<file path="src/rtl/sbn_pkg.sv">
// Shared constants for the slice bounds normalizer.
package sbn_pkg;

  // Default width of index, stride and length values
  localparam int INDEX_WIDTH_DEF = 32;

  // Lowest bound used for a negative stride
  localparam int NEG_LOW = -1;

endpackage

</file>
<file path="src/rtl/sbn_divider.sv">
// Pipelined restoring divider, one quotient bit per stage, with side data carried along.
module sbn_divider
  import sbn_pkg::*;
#(
  parameter int WIDTH  = INDEX_WIDTH_DEF,
  parameter int SIDE_W = 1
) (
  input  logic              clk,
  input  logic              rst,
  input  logic              en,
  input  logic              in_valid,
  input  logic [WIDTH-2:0]  dividend,
  input  logic [WIDTH-1:0]  divisor,
  input  logic [SIDE_W-1:0] side_in,
  output logic              out_valid,
  output logic [WIDTH-2:0]  quotient,
  output logic [SIDE_W-1:0] side_out
);

  localparam int N = WIDTH - 1;

  logic              vld  [0:N];
  logic [N-1:0]      num  [0:N];
  logic [N-1:0]      quo  [0:N];
  logic [N-1:0]      rem  [0:N];
  logic [WIDTH-1:0]  dvs  [0:N];
  logic [SIDE_W-1:0] side [0:N];

  // stage 0 is the incoming item
  assign vld[0]  = in_valid;
  assign num[0]  = dividend;
  assign quo[0]  = '0;
  assign rem[0]  = '0;
  assign dvs[0]  = divisor;
  assign side[0] = side_in;

  for (genvar k = 0; k < N; k++) begin : g_stage
    logic [WIDTH-1:0] trial;
    logic [WIDTH-1:0] diff;
    logic             fits;

    // shift in the next dividend bit and try a subtract
    assign trial = {rem[k], num[k][N-1]};
    assign diff  = trial - dvs[k];
    assign fits  = (trial >= dvs[k]);

    always_ff @(posedge clk) begin
      if (rst) begin
        vld[k+1] <= 1'b0;
      end else if (en) begin
        vld[k+1] <= vld[k];
      end
    end

    always_ff @(posedge clk) begin
      if (en) begin
        rem[k+1]  <= fits ? diff[N-1:0] : trial[N-1:0];
        num[k+1]  <= num[k] << 1;
        quo[k+1]  <= {quo[k][N-2:0], fits};
        dvs[k+1]  <= dvs[k];
        side[k+1] <= side[k];
      end
    end
  end

  assign out_valid = vld[N];
  assign quotient  = quo[N];
  assign side_out  = side[N];

endmodule

</file>
<file path="config.mk">
export PLATFORM = sky130hd
export DESIGN_NAME = sbn_divider
export DESIGN_NICKNAME = d
export VERILOG_FILES = /design/src/rtl/sbn_pkg.sv /design/src/rtl/sbn_divider.sv
export SDC_FILE = /design/constraint.sdc
export NUM_CORES = 2
export LEC_CHECK = 0
export ABC_AREA = 0
export BUFFER_PORTS_ARGS = -buffer_cell sky130_fd_sc_hd__buf_2
export CAP_MARGIN = 20
export CELL_PAD_IN_SITES_DETAIL_PLACEMENT = 0
export CELL_PAD_IN_SITES_GLOBAL_PLACEMENT = 1
export CORE_ASPECT_RATIO = 0.5
export CORE_MARGIN = 3
export CORE_UTILIZATION = 35
export CTS_BUF_LIST = sky130_fd_sc_hd__clkbuf_4
export DETAILED_ROUTE_END_ITERATION = 10
export HOLD_SLACK_MARGIN = 0.05
export PLACE_DENSITY_LB_ADDON = 0.1
export SYNTH_ARGS = -nofsm -noshare
export SYNTH_HDL_FRONTEND = slang
export SYNTH_SLANG_ARGS = --single-unit
</file>
<file path="constraint.sdc">
create_clock -name clk -period 3.83 [get_ports clk]
set_input_delay 0.766 -clock clk [delete_from_list [all_inputs] [get_ports clk]]
set_output_delay 0.766 -clock clk [all_outputs]
set_load 0.01 [all_outputs]
</file>
; After elaboration in Yosys (flattened, before gate mapping)
; Index checks and enable logic that the tools add are counted.
[totals]
inputBits = 68
output_inout_bits = 33
ff_bits = 2913
word_cells = 275
[classes]
magnitude_cmp = 31
add_sub_neg = 30
muxes = 30
[ops]
columns = operator, count
row1 = greater-or-equal comparator 32 bit, 30
row2 = two-way mux 31 bit, 29
row3 = subtractor 31 bit, 29
row4 = greater-or-equal comparator 1 x 32 -> 1 bit, 1
row5 = subtractor 1 x 31 -> 31 bit, 1
row6 = two-way mux 1 bit, 1

; Logic depth before layout (Yosys ltp)
[logic_depth]
ltp_word = 2
ltp_mapped = 16
mapped_depth_nobuf = 15

; Worst setup path before layout
; Ideal clock, no wire load.
[synth_path]
path_type = reg-to-reg
startpoint = register dvs[224] (netlist name)
endpoint = register rem (netlist bit g_stage[25].trial[28]) (data pin)
required_ns = 3.568
path_stages_with_launch = 14
n_path_buf = 1
setup_slack_ns = 0.332
t_arrival_ns = 3.236
setup_time_ns = 0.262
synth_period_minus_slack_ns = 3.498
cell_sequence = edfxtp_1 > ha_1 > fa_1 > nor2b_1 > o31a_1 > o41a_1 > o211ai_1 > o31ai_1 > nand2_1 > o31ai_1 > a31oi_1 > o31ai_4 > buf_2 > mux2_1
[synth_between]
elab_chain_len = 2
word_cells_on_any_way = 3
cone_classes = 1 x add/sub / 1 x order compare / 1 x mux
[synth_lines]
columns = item, line
row1 = "start, declared", sbn_divider.sv:26  ; logic [WIDTH-1:0] dvs [0:N];
row2 = "start signal, assigned by index", sbn_divider.sv:60  ; dvs[k+1] <= dvs[k];
row3 = subtractor 31 bit or greater-or-equal comparator 32 bit (tied branches), "sbn_divider.sv:44, sbn_divider.sv:45"
row4 = two-way mux 31 bit *, sbn_divider.sv:57  ; rem[k+1] <= fits ? diff[N-1:0] : trial[N-1:0];
row5 = "end signal, assigned by index", sbn_divider.sv:57
row6 = "end, declared", sbn_divider.sv:25  ; logic [N-1:0] rem [0:N];
; Mark *: on every way between the ends. The rest lies on a longest branch, timed or not.
; A chain may end at the register's enable or synchronous reset.

; Final worst setup path
[layout_path]
startpoint = register dvs[128] (netlist name)
endpoint = register rem (netlist bit g_stage[28].trial[23]) (data pin)
; Same word-level chain as after synthesis.

==> results.cfg <==
[logic_synthesis]
syn_area_um2 = 147000
ys_types = 93
ys_warn_count = 0
synth-edff-count = 2882
syn_area_per_cell_um2 = 12.3
ys_seq_elements = 2913
async_flop_share = 0
synth_cells = 11900
yosysSeqAreaShare = 0.595
synth_nets = 13000
synth_ff_type = edfxtp_1

[cells_and_area]
utilization = 0.408
multi_input_area_um2 = 54600
fin_nets = 14300
nFillCells = 39800
fin_cells = 19300
final_common_cell = edfxtp_1
syn2layout_area_growth_pct = 15.7
seqCellArea_um2 = 87200
layout_common_cells = edfxtp_1 (2882), inv_1 (1203), clkbuf_4 (1047)
drive_gt1_frac = 0.158

[sta]
post-route-period-util = 0.989
finalMaxSlewViolations = 0
post-route-min-period_ps = 3790
maxSlewHeadroom = 0.352
holdWs_ps = 380
tightestPinTransition_ps = 963
fin_skew_ps = 110
finalSetupViolCount = 0
hold_viol_final = 0
fin_ws_ps = 40.3
rsz0062_at_grt = yes
fmax_ghz = 0.264

[clocking]
path_clk_slew_ps = 70
htree_num_levels = 6
cts_buffers = 713
cts_tree = built
clock_sinks = 2913
clkLatencyLatePin_ps = 1410
max-clock-path-buffers = 4
cts-root-buf = clkbuf_4

[outcome]
status = completed

[critical_path]
r2r-start = dvs[128]
r2r_slack_ps = 40
startpoint = dvs[128]
crit_path_end_kind = register
cp.required_ps = 4960
worstPathArrival_ps = 4920
start_kind = register
path_max_fanout = 7
critPathKind = reg2reg

[floorplan]
io_pins = 101
std_cell_rows = 167
die_w_um = 921
die_y_um = 464
core_um2 = 415000
initial_core_util = 0.353
die_area_um2 = 427000

[power_and_ir_drop]
pwr-share-clk = 0.196
vdd.ir_drop.worst_uv = 388
p_sw_mw = 49.1
p_int_mw = 84.3
p_total_mw = 133
p_leak_nw = 69.6
power_density_nw_per_um2 = 787
swShare = 0.368
seqPwrFrac = 0.362
comb_power_share = 0.442

[global_route]
grt_pass1_wl_um = 530000
antenna_found_initial = 13
grt_pass1_vias = 97900
grt_max_degree = 108
grt_overflow = 0
globalRouteTotalUtil = 0.156

[placed_design]
gp_congestion = 0.886
hpwlAfterDp_um = 255000
dp.cells = 17900
io_buffers = 100
post-place-ws_ps = -333

[route]
routed_wl_um = 342000
via_count = 92900
detail-route-antenna-nets = 0
drt_iter0_markers = 4140
drc = 0
wl_per_cell_um = 17.7
via_per_inst = 4.81
first_pass_iters = 5

[hold_path]
holdCritStartpoint = quo[476]
hp-class = reg2reg

[run]
max-cap-violations = 0
-- metrics by stage --
stage | setup TNS [ps] | instance area, µm²
after floorplan | 0 | 147000
after global placement | -19340 | 158000
after detailed placement | -24550 | 158000
after CTS | -82.0 | 169000
after global routing | -302 | 170000
final | 0 | 170000
-- path summary, 6_finish.rpt --
| kind | endpoint | cells past startpoint |
|---|---|---|
| setup / recovery | g_stage[28].trial[23] | 14 |
| hold / removal | quo[446] | 0 |
| setup reg to reg | g_stage[28].trial[23] | 14 |
| hold reg to reg | quo[446] | 0 |
-- cell type report --
class,instances,share of cell area
clock buffer,1047,0.0464
multi-input combinational,7521,0.322
timing repair buffer,845,0.0426
inverter,1209,0.0268
clock inverter,185,0.00644
antenna,19,0.000280
tap,5577,0.0412
sequential,2913,0.514
-- layer usage --
metal,share of wire,GRT usage,routed length [µm]
met5,0.00015,0,50
met4,0.053,0.0791,18100
met3,0.032,0.0269,11000
met2,0.53,0.299,183000
met1,0.38,0.162,130000
-- critical path, cell delays in order, from the launching register on --
cell	delay, ps
edfxtp_1	430
ha_4	190
fa_2	370
nor2b_4	150
o31ai_4	80
a21oi_2	180
or4_4	170
a31oi_4	80
o211ai_1	460
a31oi_2	200
o31a_1	350
a21oi_4	180
buf_12	170
clkbuf_16	190
mux2_4	300
-- what timing repair did --
| item | 4_1_cts | 5_1_grt |
|---|---|---|
| setup endpoints to repair | 251 | 369 |
| buffers inserted | 2 | 18 |
| hold buffers | 133 | 0 |
| endpoints found under the hold margin | 1183 | 0 |
| gates resized for setup | 52 | 112 |
| pin swaps | 17 | 55 |
| gates cloned | 1 | 4 |
-- power by group through the flow --
| stage | Clock, mW | Combinational [mW] | Sequential (mW) |
|---|---|---|---|
| 2_1_floorplan | 0 | 40.4 | 46.9 |
| 3_3_place_gp | 0 | 57.7 | 49.2 |
| 3_5_place_dp | 0 | 57.8 | 49.1 |
| 4_1_cts | 27.6 | 58.7 | 48.4 |
| 5_1_grt | 29.3 | 65.8 | 49.0 |
| 6_report | 26.1 | 59.0 | 48.3 |
-- cell usage after synthesis, types with 35 or more instances --
| library cell | count | area (µm²) |
|---|---|---|
| nand3_1 | 170 | 851 |
| mux2_1 | 222 | 2500 |
| o211ai_1 | 44 | 330 |
| and3_1 | 77 | 482 |
| xnor2_1 | 463 | 4060 |
| clkbuf_1 | 209 | 785 |
| nand4_1 | 152 | 951 |
| inv_1 | 1205 | 4520 |
| nand2_1 | 748 | 2810 |
| nand2b_1 | 119 | 744 |
| or3_1 | 35 | 219 |
| a21oi_1 | 941 | 4710 |
| o21ai_0 | 429 | 2150 |
| nor3_1 | 115 | 576 |
| edfxtp_1 | 2882 | 86500 |
| o31ai_1 | 78 | 586 |
| ha_1 | 962 | 12000 |
| o21a_1 | 91 | 683 |
| xor2_1 | 297 | 2600 |
| and2_1 | 40 | 250 |
| o21ai_1 | 273 | 1370 |
| nor2_1 | 652 | 2450 |
| mux2_2 | 144 | 1620 |
| a21o_1 | 545 | 4090 |
| a211oi_1 | 58 | 435 |
| o21bai_1 | 98 | 736 |
| nor2b_1 | 133 | 832 |
| a31oi_1 | 76 | 475 |
| mux2i_1 | 54 | 541 |
| a21boi_0 | 51 | 383 |
-- state kept, by name, summed over array words and instances, names as in the netlist --
signal,cells
quotient,31
vld,30
dvs,960
g_stage.trial,960
num,435
quo,465
side_out,1
side,30
out_valid,1
-- logic make-up (layout without fill, tap and decap cells) --
| logic type | count (synthesis) | in the layout | synth area share |
|---|---|---|---|
| compound gates | 2969 | 2970 | 0.126 |
| flops | 2913 | 2913 | 0.595 |
| simple gates | 2380 | 2380 | 0.0764 |
| buf+inv | 1488 | 3286 | 0.0392 |
| fa+ha+maj | 991 | 991 | 0.0861 |
| xor+xnor | 760 | 760 | 0.0454 |
| mux | 420 | 420 | 0.0318 |
| other cells | 0 | 19 | 0 |
Note: power is estimated with default switching activity, not from simulation.
